===== src/design/tcw_pkg.sv =====
// Shared constants, codes and types of the text console writer.
// No dependencies; the design files that use it refer to it by scoped names.
package tcw_pkg;

    localparam int SCREEN_WIDTH  = 80;
    localparam int SCREEN_HEIGHT = 25;
    localparam int TAB_STOP      = 8;   // power of two: offset phase is a mask

    localparam int NUM_CELLS = SCREEN_WIDTH * SCREEN_HEIGHT;
    localparam int LAST_ROW  = (SCREEN_HEIGHT - 1) * SCREEN_WIDTH;

    localparam int ADDR_W = $clog2(NUM_CELLS);
    localparam int SUM_W  = ADDR_W + 1;
    localparam int COL_W  = $clog2(SCREEN_WIDTH);
    localparam int ROW_W  = $clog2(SCREEN_HEIGHT);

    localparam int FUNC_W = 2;
    localparam int CHAR_W = 8;
    localparam int ATTR_W = 8;
    localparam int CX_W   = 7;
    localparam int CY_W   = 5;
    localparam int ROFF_W = 11;
    localparam int POS_W  = 11;
    localparam int CELL_W = CHAR_W + ATTR_W;

    localparam int Q_DEPTH = 2;
    localparam int Q_PTR_W = $clog2(Q_DEPTH);
    localparam int Q_CNT_W = $clog2(Q_DEPTH + 1);

    localparam logic [CHAR_W-1:0] CODE_TAB     = 8'd9;
    localparam logic [CHAR_W-1:0] CODE_NEWLINE = 8'd10;
    localparam logic [CHAR_W-1:0] CODE_SPACE   = 8'd32;

    typedef enum logic [FUNC_W-1:0] {
        FUNC_PUT   = 2'd0,
        FUNC_SET   = 2'd1,
        FUNC_CLEAR = 2'd2,
        FUNC_READ  = 2'd3
    } func_t;

    typedef enum logic [2:0] {
        OP_CHAR,
        OP_NEWLINE,
        OP_TAB,
        OP_SET,
        OP_CLEAR,
        OP_READ
    } op_t;

    typedef struct packed {
        op_t                op;
        logic [CHAR_W-1:0]  ch;
        logic [ATTR_W-1:0]  attr;
        logic [COL_W-1:0]   col;
        logic [ADDR_W-1:0]  row_start;
        logic [ADDR_W-1:0]  raddr;
        logic               rd_ok;
    } cmd_t;

    typedef struct packed {
        logic valid;
        cmd_t cmd;
    } cmd_slot_t;

    typedef struct packed {
        logic init_busy;
    } back_status_t;

endpackage


===== src/design/tcw_if.sv =====
// Handshake channels of the text console writer: request and response.
// Depends on tcw_pkg for field widths.
interface tcw_in_if;
    logic                          valid;
    logic                          ready;
    logic [tcw_pkg::FUNC_W-1:0]    func;
    logic [tcw_pkg::CHAR_W-1:0]    char_code;
    logic [tcw_pkg::ATTR_W-1:0]    color;
    logic [tcw_pkg::CX_W-1:0]      cursor_x;
    logic [tcw_pkg::CY_W-1:0]      cursor_y;
    logic [tcw_pkg::ROFF_W-1:0]    read_offset;

    modport source (output valid, func, char_code, color, cursor_x, cursor_y, read_offset,
                    input ready);
    modport sink   (input valid, func, char_code, color, cursor_x, cursor_y, read_offset,
                    output ready);
endinterface



===== src/design/tcw_front.sv =====
// Front end: takes request transfers and turns them into decoded commands.
// Depends on tcw_pkg and tcw_in_if.
module tcw_front (
    tcw_in_if.sink                  req,
    input  logic                    queue_full,
    input  tcw_pkg::back_status_t   back_status,
    output tcw_pkg::cmd_slot_t      push
);

    tcw_pkg::cmd_t                  cmd;
    logic [tcw_pkg::ROW_W-1:0]      row_sat;

    // Hold off requests while the queue is full or the screen store is being cleared after reset.
    assign req.ready = !queue_full && !back_status.init_busy;

    always_comb
    begin
        cmd = '0;
        cmd.ch   = req.char_code;
        cmd.attr = req.color;

        // Saturate the cursor to the screen.
        if (32'(req.cursor_x) > tcw_pkg::SCREEN_WIDTH - 1)
        begin
            cmd.col = tcw_pkg::COL_W'(tcw_pkg::SCREEN_WIDTH - 1);
        end
        else
        begin
            cmd.col = tcw_pkg::COL_W'(req.cursor_x);
        end
        if (32'(req.cursor_y) > tcw_pkg::SCREEN_HEIGHT - 1)
        begin
            row_sat = tcw_pkg::ROW_W'(tcw_pkg::SCREEN_HEIGHT - 1);
        end
        else
        begin
            row_sat = tcw_pkg::ROW_W'(req.cursor_y);
        end
        cmd.row_start = tcw_pkg::ADDR_W'(32'(row_sat) * tcw_pkg::SCREEN_WIDTH);

        cmd.raddr = tcw_pkg::ADDR_W'(req.read_offset);
        cmd.rd_ok = 32'(req.read_offset) < tcw_pkg::NUM_CELLS;

        unique case (tcw_pkg::func_t'(req.func))
            tcw_pkg::FUNC_PUT:
            begin
                if (req.char_code == tcw_pkg::CODE_NEWLINE)
                begin
                    cmd.op = tcw_pkg::OP_NEWLINE;
                end
                else if (req.char_code == tcw_pkg::CODE_TAB)
                begin
                    cmd.op = tcw_pkg::OP_TAB;
                end
                else
                begin
                    cmd.op = tcw_pkg::OP_CHAR;
                end
            end
            tcw_pkg::FUNC_SET:   cmd.op = tcw_pkg::OP_SET;
            tcw_pkg::FUNC_CLEAR: cmd.op = tcw_pkg::OP_CLEAR;
            tcw_pkg::FUNC_READ:  cmd.op = tcw_pkg::OP_READ;
        endcase
    end

    assign push.valid = req.valid && req.ready;
    assign push.cmd   = cmd;

endmodule


===== src/flat_wrapper.sv =====
// flat-port wrapper written by rule: the top's interface ports become plain ports
module tcw_front_flat 
  (queue_full, back_status, push, req_valid, req_func, req_char_code, req_color, req_cursor_x, req_cursor_y, req_read_offset, req_ready);
  tcw_in_if req_i ();
  input  logic queue_full;
  input  tcw_pkg::back_status_t back_status;
  output tcw_pkg::cmd_slot_t push;
  input wire logic [$bits(req_i.valid)-1:0] req_valid;
  input wire logic [$bits(req_i.func)-1:0] req_func;
  input wire logic [$bits(req_i.char_code)-1:0] req_char_code;
  input wire logic [$bits(req_i.color)-1:0] req_color;
  input wire logic [$bits(req_i.cursor_x)-1:0] req_cursor_x;
  input wire logic [$bits(req_i.cursor_y)-1:0] req_cursor_y;
  input wire logic [$bits(req_i.read_offset)-1:0] req_read_offset;
  output wire logic [$bits(req_i.ready)-1:0] req_ready;
  assign req_i.valid = req_valid;
  assign req_i.func = req_func;
  assign req_i.char_code = req_char_code;
  assign req_i.color = req_color;
  assign req_i.cursor_x = req_cursor_x;
  assign req_i.cursor_y = req_cursor_y;
  assign req_i.read_offset = req_read_offset;
  assign req_ready = req_i.ready;
  tcw_front u_core (.req(req_i), .queue_full(queue_full), .back_status(back_status), .push(push));
endmodule

===== config.mk =====
export PLATFORM = sky130hd
export DESIGN_NAME = tcw_front_flat
export DESIGN_NICKNAME = d
export VERILOG_FILES = /design/src/design/tcw_pkg.sv /design/src/design/tcw_if.sv /design/src/design/tcw_front.sv /design/src/flat_wrapper.sv
export SDC_FILE = /design/constraint.sdc
export NUM_CORES = 1
export LEC_CHECK = 0
export ABC_AREA = 0
export BUFFER_PORTS_ARGS = -buffer_cell sky130_fd_sc_hd__clkbuf_2
export CAP_MARGIN = 0
export CORE_MARGIN = 3
export CORE_UTILIZATION = 30
export DETAILED_ROUTE_END_ITERATION = 10
export PLACE_DENSITY = 0.92
export SETUP_SLACK_MARGIN = 0.1
export SKIP_LAST_GASP = 1
export SLEW_MARGIN = 20
export SYNTH_ARGS = -nofsm -noshare
export SYNTH_HDL_FRONTEND = slang
export SYNTH_SLANG_ARGS = --single-unit

===== constraint.sdc =====
create_clock -name vclk -period 3.6
set_input_delay 0.18 -clock vclk [all_inputs]
set_output_delay 0.18 -clock vclk [all_outputs]
set_load 0.02 [all_outputs]

==> out/qor.yml <==
vias: 533
critical_path_class: "in -> out"
hold_class: "in -> out"
grt_max_degree: 5
status: "finished, final reports clean"
fillers: 164
yosysUniqueCellTypes: 22
fin_nets: 157
n_antenna_cell: 0
startpoint_type: "input port"
io_pins: 95
cp-end-kind: "output port"
antenna_found_initial: 0
use_met2_pct: 21.4
n_clock_buffer: 0
hold_viol_final: 0
fin_ws_ns: 1.58
drt_first_pass_iters: 4
max-vdd-ir-drop_mv: 0.0746
die_h_um: 48
period_share_pct: 56.0
ant_nets: 0
seq_area_um2: 0
netlist.area_leader.share_pct: 44.0
finalSetupTns_ns: 0
n_sequential_cell: 0
drive_gt1_share_pct: 66.3
area_growth_pct: 22.5
multiInputGateArea_um2: 289
finalMaxSlewViolations: 0
avgSynthCellArea_um2: 7.67
grt.overflow.total: 0
rsz0062_at_grt: "false"
p_total_uw: 113
cts.repair.resized: 0
io_buffers: 67
cp_max_fo: 3
yosysSeqAreaShare_pct: 0
postCtsSetupBuffers: 0
wirelength_um: 1300
met3_usage_pct: 1.13
via_per_inst: 4.44
powerDensity_nw_per_um2: 174
max_cap_viol_count: 0
place_ws_ns: 1.56
wl_per_cell_um: 10.8
synth_warnings: 0
core_um2: 1580
grt.total_usage_pct: 10.3
fmax_ghz: 0.496
globalRoute.busiestLayer: "met2"
setup_violations: 0
initial_utilization_pct: 33.6
dieWidth_um: 48
synth_area_um2: 529
required_ns: 3.42
syn_inst: 69
ctsHoldBuffers: 0
grt_pass1_vias: 471
period_minus_slack_ns: 2.02
drt_iter0_drc: 2
drcViolationCount: 0
dp_hpwl_um: 1300
routabilityCongestion: 0.700
grt_pass1_wl_um: 1830
die_area_um2: 2300
synth_top_cell_by_area: "buf_4"
met1_usage_pct: 11.1
rows: 14
cp.arrival_ns: 1.84
p_leak_nw: 0.438
yosys-top-cells-area: "buf_4 44%, ha_1 14%, and2_1 4.7%"
-- cell type report --
cell class,instances,share of cell area (%)
multi-input cells,36,44.6
inverters,1,0.579
well taps,16,3.09
repair buffers,67,51.7
-- Yosys cell counts --
cell       count
nor4b_4        1
xor2_1         1
conb_1         1
fa_1           1
clkbuf_1       4
ha_1           6
a41o_2         1
nor2b_1        2
o21ai_0        1
nor2_1         4
a21o_1         1
inv_1          1
and2_1         4
or2b_1         3
a21oi_1        1
buf_4         31
xnor2_1        1
nand2b_1       1
and3_1         1
nand2_1        1
o2111ai_1      1
a41oi_1        1
-- worst paths after layout --
check	start	to	slack (ns)	cells after the start
hold / removal	req_color[1]	push[31]	0.36	0
setup / recovery	req_cursor_y[4]	push[22]	1.58	9
-- stage by stage --
stage	util (%)	hold slack (ns)	cells	area, um^2
after floorplan	-	0.438	72	541
final	41.1	0.360	120	648
after detailed placement	41.1	0.360	120	648
after CTS	41.1	0.360	120	648
after global routing	41.1	0.360	120	648
after global placement	41.1	0.360	120	648
-- cells by family (layout without fill, tap and decap cells) --
family / count (synthesis) / after routing / synth area share (%)
other: 1 / 4 / 0.709
and+or+nand+nor: 17 / 17 / 21.7
adders and majority gates: 7 / 7 / 18.0
AOI/OAI and AO/OA: 6 / 6 / 8.75
xor gates and xnor gates: 2 / 2 / 3.31
buffers and inverters: 36 / 68 / 47.5
-- per-layer routing --
| metal | part of all wire [%] | wire [um] | vias to the layer above |
|---|---|---|---|
| met5 | 0 | 0 | - |
| met2 | 57 | 738 | 41 |
| met4 | 0.92 | 12 | 0 |
| li1 | - | - | 259 |
| met3 | 12 | 152 | 4 |
| met1 | 31 | 398 | 229 |
-- cells in the final DEF, fill, tap and decap left out, types with 2 or more instances in the layout --
cell,count
clkbuf_2,67
ha_1,6
and2_1,4
nor2_1,4
conb_1,4
or2b_1,3
nor2b_1,2
-- power by group --
part | leakage, nW | internal, mW | switching, mW
logic | 0.438 | 0.0435 | 0.0691
registers | 0 | 0 | 0
clock network | 0 | 0 | 0
total | 0.438 | 0.0435 | 0.0691
-- worst max-delay path: stages --
cell      delay, ns
clkbuf_2       0.11
nand2_1        0.07
and2_1         0.17
ha_1           0.32
ha_1           0.30
a21o_1         0.16
a21oi_1        0.19
xnor2_1        0.14
clkbuf_2       0.18
No activity file was read; power rests on OpenSTA's default activity.
