===== src/design/tcw_pkg.sv =====
// Shared constants, codes and types of the text console writer.
// No dependencies; the design files that use it refer to it by scoped names.
package tcw_pkg;

    localparam int SCREEN_WIDTH  = 80;
    localparam int SCREEN_HEIGHT = 25;
    localparam int TAB_STOP      = 8;   // power of two: offset phase is a mask

    localparam int NUM_CELLS = SCREEN_WIDTH * SCREEN_HEIGHT;
    localparam int LAST_ROW  = (SCREEN_HEIGHT - 1) * SCREEN_WIDTH;

    localparam int ADDR_W = $clog2(NUM_CELLS);
    localparam int SUM_W  = ADDR_W + 1;
    localparam int COL_W  = $clog2(SCREEN_WIDTH);
    localparam int ROW_W  = $clog2(SCREEN_HEIGHT);

    localparam int FUNC_W = 2;
    localparam int CHAR_W = 8;
    localparam int ATTR_W = 8;
    localparam int CX_W   = 7;
    localparam int CY_W   = 5;
    localparam int ROFF_W = 11;
    localparam int POS_W  = 11;
    localparam int CELL_W = CHAR_W + ATTR_W;

    localparam int Q_DEPTH = 2;
    localparam int Q_PTR_W = $clog2(Q_DEPTH);
    localparam int Q_CNT_W = $clog2(Q_DEPTH + 1);

    localparam logic [CHAR_W-1:0] CODE_TAB     = 8'd9;
    localparam logic [CHAR_W-1:0] CODE_NEWLINE = 8'd10;
    localparam logic [CHAR_W-1:0] CODE_SPACE   = 8'd32;

    typedef enum logic [FUNC_W-1:0] {
        FUNC_PUT   = 2'd0,
        FUNC_SET   = 2'd1,
        FUNC_CLEAR = 2'd2,
        FUNC_READ  = 2'd3
    } func_t;

    typedef enum logic [2:0] {
        OP_CHAR,
        OP_NEWLINE,
        OP_TAB,
        OP_SET,
        OP_CLEAR,
        OP_READ
    } op_t;

    typedef struct packed {
        op_t                op;
        logic [CHAR_W-1:0]  ch;
        logic [ATTR_W-1:0]  attr;
        logic [COL_W-1:0]   col;
        logic [ADDR_W-1:0]  row_start;
        logic [ADDR_W-1:0]  raddr;
        logic               rd_ok;
    } cmd_t;

    typedef struct packed {
        logic valid;
        cmd_t cmd;
    } cmd_slot_t;

    typedef struct packed {
        logic init_busy;
    } back_status_t;

endpackage


===== src/design/tcw_cmd_queue.sv =====
// Short command queue between the front end and the execution back end.
// Depends on tcw_pkg.
module tcw_cmd_queue (
    input  logic                    clk,
    input  logic                    rst_n,
    input  tcw_pkg::cmd_slot_t      push,
    input  logic                    pop,
    output logic                    full,
    output tcw_pkg::cmd_slot_t      head
);

    tcw_pkg::cmd_t                  slots_reg [tcw_pkg::Q_DEPTH];
    logic [tcw_pkg::Q_PTR_W-1:0]    wr_ptr_reg;
    logic [tcw_pkg::Q_PTR_W-1:0]    wr_ptr_next;
    logic [tcw_pkg::Q_PTR_W-1:0]    rd_ptr_reg;
    logic [tcw_pkg::Q_PTR_W-1:0]    rd_ptr_next;
    logic [tcw_pkg::Q_CNT_W-1:0]    count_reg;
    logic [tcw_pkg::Q_CNT_W-1:0]    count_next;
    logic                           do_push;
    logic                           do_pop;

    assign full       = count_reg == tcw_pkg::Q_CNT_W'(tcw_pkg::Q_DEPTH);
    assign head.valid = count_reg != '0;
    assign head.cmd   = slots_reg[rd_ptr_reg];

    assign do_push = push.valid && !full;
    assign do_pop  = pop && head.valid;

    always_comb
    begin
        wr_ptr_next = wr_ptr_reg;
        rd_ptr_next = rd_ptr_reg;
        if (do_push)
        begin
            wr_ptr_next = (32'(wr_ptr_reg) == tcw_pkg::Q_DEPTH - 1) ? '0
                        : wr_ptr_reg + tcw_pkg::Q_PTR_W'(1);
        end
        if (do_pop)
        begin
            rd_ptr_next = (32'(rd_ptr_reg) == tcw_pkg::Q_DEPTH - 1) ? '0
                        : rd_ptr_reg + tcw_pkg::Q_PTR_W'(1);
        end
        count_next = count_reg + tcw_pkg::Q_CNT_W'(do_push) - tcw_pkg::Q_CNT_W'(do_pop);
    end

    always_ff @(posedge clk or negedge rst_n)
    begin
        if (!rst_n)
        begin
            wr_ptr_reg <= '0;
            rd_ptr_reg <= '0;
            count_reg  <= '0;
        end
        else
        begin
            wr_ptr_reg <= wr_ptr_next;
            rd_ptr_reg <= rd_ptr_next;
            count_reg  <= count_next;
        end
    end

    always_ff @(posedge clk)
    begin
        if (do_push)
        begin
            slots_reg[wr_ptr_reg] <= push.cmd;
        end
    end

endmodule


===== config.mk =====
export PLATFORM = sky130hd
export DESIGN_NAME = tcw_cmd_queue
export DESIGN_NICKNAME = d
export VERILOG_FILES = /design/src/design/tcw_pkg.sv /design/src/design/tcw_cmd_queue.sv
export SDC_FILE = /design/constraint.sdc
export NUM_CORES = 1
export LEC_CHECK = 0
export ABC_AREA = 0
export BUFFER_PORTS_ARGS = -buffer_cell sky130_fd_sc_hd__buf_2
export CAP_MARGIN = 20
export CORE_MARGIN = 8
export CORE_UTILIZATION = 49
export CTS_BUF_LIST = sky130_fd_sc_hd__clkbuf_16
export CTS_CLUSTER_DIAMETER = 150
export DETAILED_ROUTE_END_ITERATION = 12
export PLACE_DENSITY = 0.75
export SETUP_SLACK_MARGIN = 0.3
export SLEW_MARGIN = 5
export SYNTH_ARGS = -nofsm -noshare
export SYNTH_HDL_FRONTEND = slang
export SYNTH_SLANG_ARGS = --single-unit

===== constraint.sdc =====
create_clock -name clk -period 3.8 [get_ports clk]
set_clock_uncertainty 0.15 [all_clocks]
set_input_delay 0.19 -clock clk [delete_from_list [all_inputs] [get_ports clk]]
set_output_delay 0.19 -clock clk [all_outputs]
set_load 0.01 [all_outputs]

==> impl_metrics.tcl, run 1 <==
set metrics [dict create \
    antenna_found_initial 0 \
    synth-seq-cells 102 \
    post_synth.cell_area_avg_um2 23.4 \
    slew_violations 0 \
    cts.sinks 102 \
    die-height_um 106 \
    drcViolationCount 0 \
    place_hpwl_mm 4.78 \
    gp_congestion 0.658 \
    cp.arrival_ps 1900 \
    synth_cell_types 15 \
    yosysWarnings 0 \
    p_total_w 0.00386 \
    r2r_end "slots_reg[0][8]" \
    cts_setup_buffers 0 \
    grt_pass1_vias 2286 \
    finalCritPeriodShare_pct 58.8 \
    grt_max_degree 51 \
    path_class "register to output pin" \
    p_leak_nw 2.19 \
    diodes 0 \
    clock_latency_ps 330 \
    min_from "pop" \
    rsz0062_at_grt "no" \
    postPlaceCellArea_mm2 0.00457 \
    initial_core_util_pct 49.6 \
    hold_path_class "input port to register" \
    synth_area_mm2 0.00400 \
    powerDensity_mw_per_mm2 717 \
    track_usage_pct 13.1 \
    synth_largest_area_cell "edfxtp_1" \
    regToRegStartpoint "count_reg[1]" \
    syn_inst 171 \
    synth_top_area_share_pct 73.7 \
    fin_crit_ps 2240 \
    drt_iter0_markers 79 \
    fin_tns_setup_ps 0 \
    drt-vias-per-instance 4.71 \
    worstHoldPathCells 3 \
    hold_violations 0 \
    pin_count 104 \
    post_drt_wl_per_cell_um 16.5 \
    grt_overflow 0 \
    drive_above_1_share_pct 51.8 \
    yosys-top-cells-area "edfxtp_1 (74%), mux2_4 (18%), buf_12 (2.5%)" \
    grt_first_pass_wirelength_mm 11.4 \
    nNetsFinal 386 \
    place_ws_ps 1590 \
    cp-start-kind "register" \
    report.final.setup_viol 0 \
    core_area_mm2 0.00805 \
    postLayoutSetupSlackWorst_ps 1560 \
    cts_buffers 9 \
    vias 2077 \
    cts_tree "done" \
    stdcell_area_mm2 0.00539 \
    cts_resized 0 \
    syn_to_final_growth_pct 34.8 \
    cp-end-kind "output pin" \
    htreeDepth 3 \
    ant_nets 0 \
    worstHoldEndpoint "rd_ptr_reg" \
    postSynthNetCount 226 \
    numPortBuffers 103 \
    outcome "completed" \
    seq_area_frac_synth_pct 76.2 \
    drv_cap 0 \
    cts_root_buffer "clkbuf_16" \
    dr.pass1.iters 6 \
    max_slew_margin_pct 37.6 \
    path_max_fanout 50 \
    clkTransAtPathRegs_ps 60 \
    fp.dieW_um 106 \
    dieArea_mm2 0.0113 \
    worstPathRequired_ps 3460 \
    max_freq_mhz 447 \
    post-route-util_pct 66.9 \
    cts_buffer_depth 2 \
    tightest_slew_ps 936 \
    wl_mm 7.30 \
    ir_drop_uv 544 \
    rrSetupSlack_ps 1620 \
    num_rows 33 \
    reg2regPathDepth 4 \
    largest_reg_flops 98 \
]
-- final cells by class --
type | instances | area [um2]
clock buffers | 9 | 225
clock inverters | 7 | 88.8
fillers | 563 | 2670
inverters | 2 | 7.51
multi-input cells | 61 | 842
flip-flops and latches | 102 | 3050
well taps | 105 | 131
repair buffers | 155 | 1040
-- per-stage QoR --
| step | hold slack, ps | std cells |
|---|---|---|
| after floorplan | -256 | 171 |
| after global placement | -150 | 374 |
| after detailed placement | -141 | 375 |
| after CTS | 13.7 | 441 |
| after global routing | 21.6 | 441 |
| final | 17.7 | 441 |
-- cell usage after synthesis, drive strengths merged --
master	n
nor2	1
xnor2	3
edfxtp	98
xor2	1
buf	6
mux2	49
and2	1
ha	2
inv	2
or2	1
and3	1
dfrtp	4
nand2b	1
nand2	1
-- where the power goes --
group	internal [W]	switching, W	leakage [nW]
Sequential	0.00154	0.000216	0.956
Combinational	0.000681	0.000489	1.09
Clock	0.000572	0.000363	0.149
-- layer usage --
metal	vias up	wire, um	GRT usage [%]
met2	52	4040	23.8
met1	1033	2760	13.4
li1	984	-	-
met3	8	383	3.87
met5	-	0	0
met4	0	110	6.33
-- cell families after synthesis --
kind of cell	after synthesis	share of synthesized area (%)
xor gates and xnor gates	4	0.877
buffers and inverters	8	2.98
adders and majority gates	2	0.626
muxes	49	18.4
and+or+nand+nor	6	0.940
DFF	102	76.2
-- cell usage in the layout (no fill, tap or decap), types with 2 or more instances in the layout --
master	netlist	routed
mux2_4	49	49
edfxtp_1	98	98
dlygate4sd3_1	0	50
clkinv_2	0	2
buf_2	0	103
xnor2_1	3	3
dfrtp_1	4	3
clkbuf_16	0	9
inv_1	2	2
ha_1	2	2
clkinvlp_4	0	2
bufinv_16	0	2
-- repair_timing --
item / 4_1_cts / 5_1_grt
hold endpoints to repair: 102 / 0
hold buffers: 50 / 0
endpoints found under the setup margin: 0 / 0
-- worst max-delay path: stages (launching register included) --
cell and delay (ps):
dfrtp_4 1060, mux2_4 360, buf_2 150
-- worst max-delay path by stage --
stage                            start  depth (start not counted)  slack (ps)                to
final                       rd_ptr_reg                          2        1560          head[31]
after global routing      count_reg[0]                          4        1470  slots_reg[0][11]
after CTS                   rd_ptr_reg                          2        1530          head[20]
after detailed placement  count_reg[1]                          4        1590  slots_reg[0][11]
after global placement    count_reg[1]                          4        1650  slots_reg[0][31]
after floorplan           count_reg[1]                          3         540   slots_reg[0][0]
(Power assumes the default switching activity.)
==> run 2, diff against run 1 <==
==> constraint.sdc (replaced) <==
create_clock -name clk -period 2.3 [get_ports clk]
set_clock_uncertainty 0.15 [all_clocks]
set_input_delay 0.115 -clock clk [delete_from_list [all_inputs] [get_ports clk]]
set_output_delay 0.115 -clock clk [all_outputs]
set_load 0.01 [all_outputs]
==> run 2 against run 1 <==
  * Cell count grew 1.4%
  * Wire length rose by 2.7%
  * Cell area rose by 0.51%
  * Non-clock buffer count grew 6
  * Worst hold slack got worse by 1.2 ps
  * Combinational power up 86%
  * Total power increased by 64%
  * Critical path type unchanged
  * Largest power group unchanged
==> impl_metrics.tcl, run 2 (synthesis results as in run 1) <==
set metrics [dict create \
    die-height_um 106 \
    tightest_slew_ps 414 \
    ant_nets 0 \
    wl_met3_um 324 \
    max_freq_mhz 522 \
    numPortBuffers 103 \
    max_slew_margin_pct 72.4 \
    place_hpwl_mm 4.74 \
    dr_wl_met2_mm 4.17 \
    hold_path_class "input port to register" \
    stdcell_area_mm2 0.00541 \
    dp_cells 379 \
    hold_violations 0 \
    postLayoutSetupSlackWorst_ps 384 \
    drive_above_1_share_pct 51.5 \
    clock_latency_ps 330 \
    drt_iter0_markers 45 \
    critPathCapture "head[24]" \
    clkTransAtPathRegs_ps 60 \
    track_usage_pct 13.5 \
    worstPathRequired_ps 2040 \
    met1_length_mm 2.86 \
    post_drt_wl_per_cell_um 16.8 \
    rrSetupSlack_ps 450 \
    grt_overflow 0 \
    path_class "register to output pin" \
    cts_buffer_depth 2 \
    wl_mm 7.50 \
    drcViolationCount 0 \
    gp_congestion 0.686 \
    largest_reg_flops 98 \
    syn_to_final_growth_pct 35.5 \
    fin_cells 447 \
    final_cell_mix "buf_2 (103), edfxtp_1 (98), dlygate4sd3_1 (52), mux2_4 (49), clkbuf_16 (9)" \
    r2r_end "count_reg[1]" \
    vias 2079 \
    slew_violations 0 \
    diodes 0 \
    dr.pass1.iters 4 \
    outcome "completed" \
    final_common_cell "buf_2" \
    fin_tns_setup_ps 0 \
    fin_crit_ps 1920 \
    report.final.setup_viol 0 \
    grt_first_pass_wirelength_mm 11.7 \
    critPathLaunch "rd_ptr_reg" \
    place_ws_ps 465 \
    dieArea_mm2 0.0113 \
    antenna_found_initial 0 \
    initial_core_util_pct 49.6 \
    cts_tree "done" \
    post-route-util_pct 67.2 \
    grt_max_degree 31 \
    pin_count 104 \
    cts_buffers 9 \
    regToRegStartpoint "count_reg[1]" \
    finalCritPeriodShare_pct 83.3 \
    cp-end-kind "output pin" \
    num_rows 33 \
    htreeDepth 3 \
    cts_root_buffer "clkbuf_16" \
    drt-vias-per-instance 4.65 \
    drv_cap 0 \
    top_layer "met4" \
    cp-start-kind "register" \
    path_max_fanout 15 \
    cp.arrival_ps 1650 \
    grt_pass1_vias 2387 \
    cts_setup_buffers 0 \
    rsz0062_at_grt "no" \
    reg2regPathDepth 7 \
    ir_drop_uv 815 \
    fp.dieW_um 106 \
    core_area_mm2 0.00805 \
    powerDensity_mw_per_mm2 1170 \
    postPlaceCellArea_mm2 0.00460 \
    cts.sinks 102 \
    p_leak_nw 2.22 \
    nNetsFinal 392 \
]
## run 2: how the worst min path moves through the flow
stage             start            to  slack, ps  cells past startpoint
2_1_floorplan     rst_n  count_reg[0]       -330                      0
3_3_place_gp      rst_n  count_reg[0]       -230                      1
3_5_place_dp      rst_n  count_reg[0]       -220                      1
4_1_cts        push[49]    wr_ptr_reg          4                      3
5_1_grt        push[49]    wr_ptr_reg         20                      3
6_report       push[49]    wr_ptr_reg         20                      3
## run 2: per-stage QoR
step           total power [W]  hold slack [ps]
2_1_floorplan          0.00432             -331
3_3_place_gp           0.00485             -226
3_5_place_dp           0.00490             -224
4_1_cts                0.00642             3.55
5_1_grt                0.00663             24.5
6_report               0.00632             16.5
## run 2: repair_timing
| action | 4_1_cts | 5_1_grt |
|---|---|---|
| endpoints found under the hold margin | 103 | 0 |
| gates resized for setup | 0 | 0 |
| hold buffers | 52 | 0 |
## run 2: worst max-delay path, cell delays in order, from the launching register on
cell	delay, ps
dfrtp_4	500
buf_4	330
mux2_4	340
buf_2	140
## run 2: final cells by class
class                   count  area (um2)
clock buffers               9         225
clock inverters             7        66.3
fillers                   552        2640
inverters                   2        7.51
multi-input cells          61         842
flip-flops and latches    102        3050
well taps                 105         131
repair buffers            161        1090
## run 2: routing by layer
metal	global-route usage [%]	vias to the layer above
met5	0	-
met2	24.8	49
met4	7.24	0
met1	14.1	1015
met3	3.09	12
li1	-	1003
## run 2: power by group
| part | total (W) | switching (W) | internal, W |
|---|---|---|---|
| combinational | 0.00218 | 0.00103 | 0.00115 |
| clock | 0.00144 | 0.000607 | 0.000835 |
| sequential | 0.00270 | 0.000146 | 0.00255 |
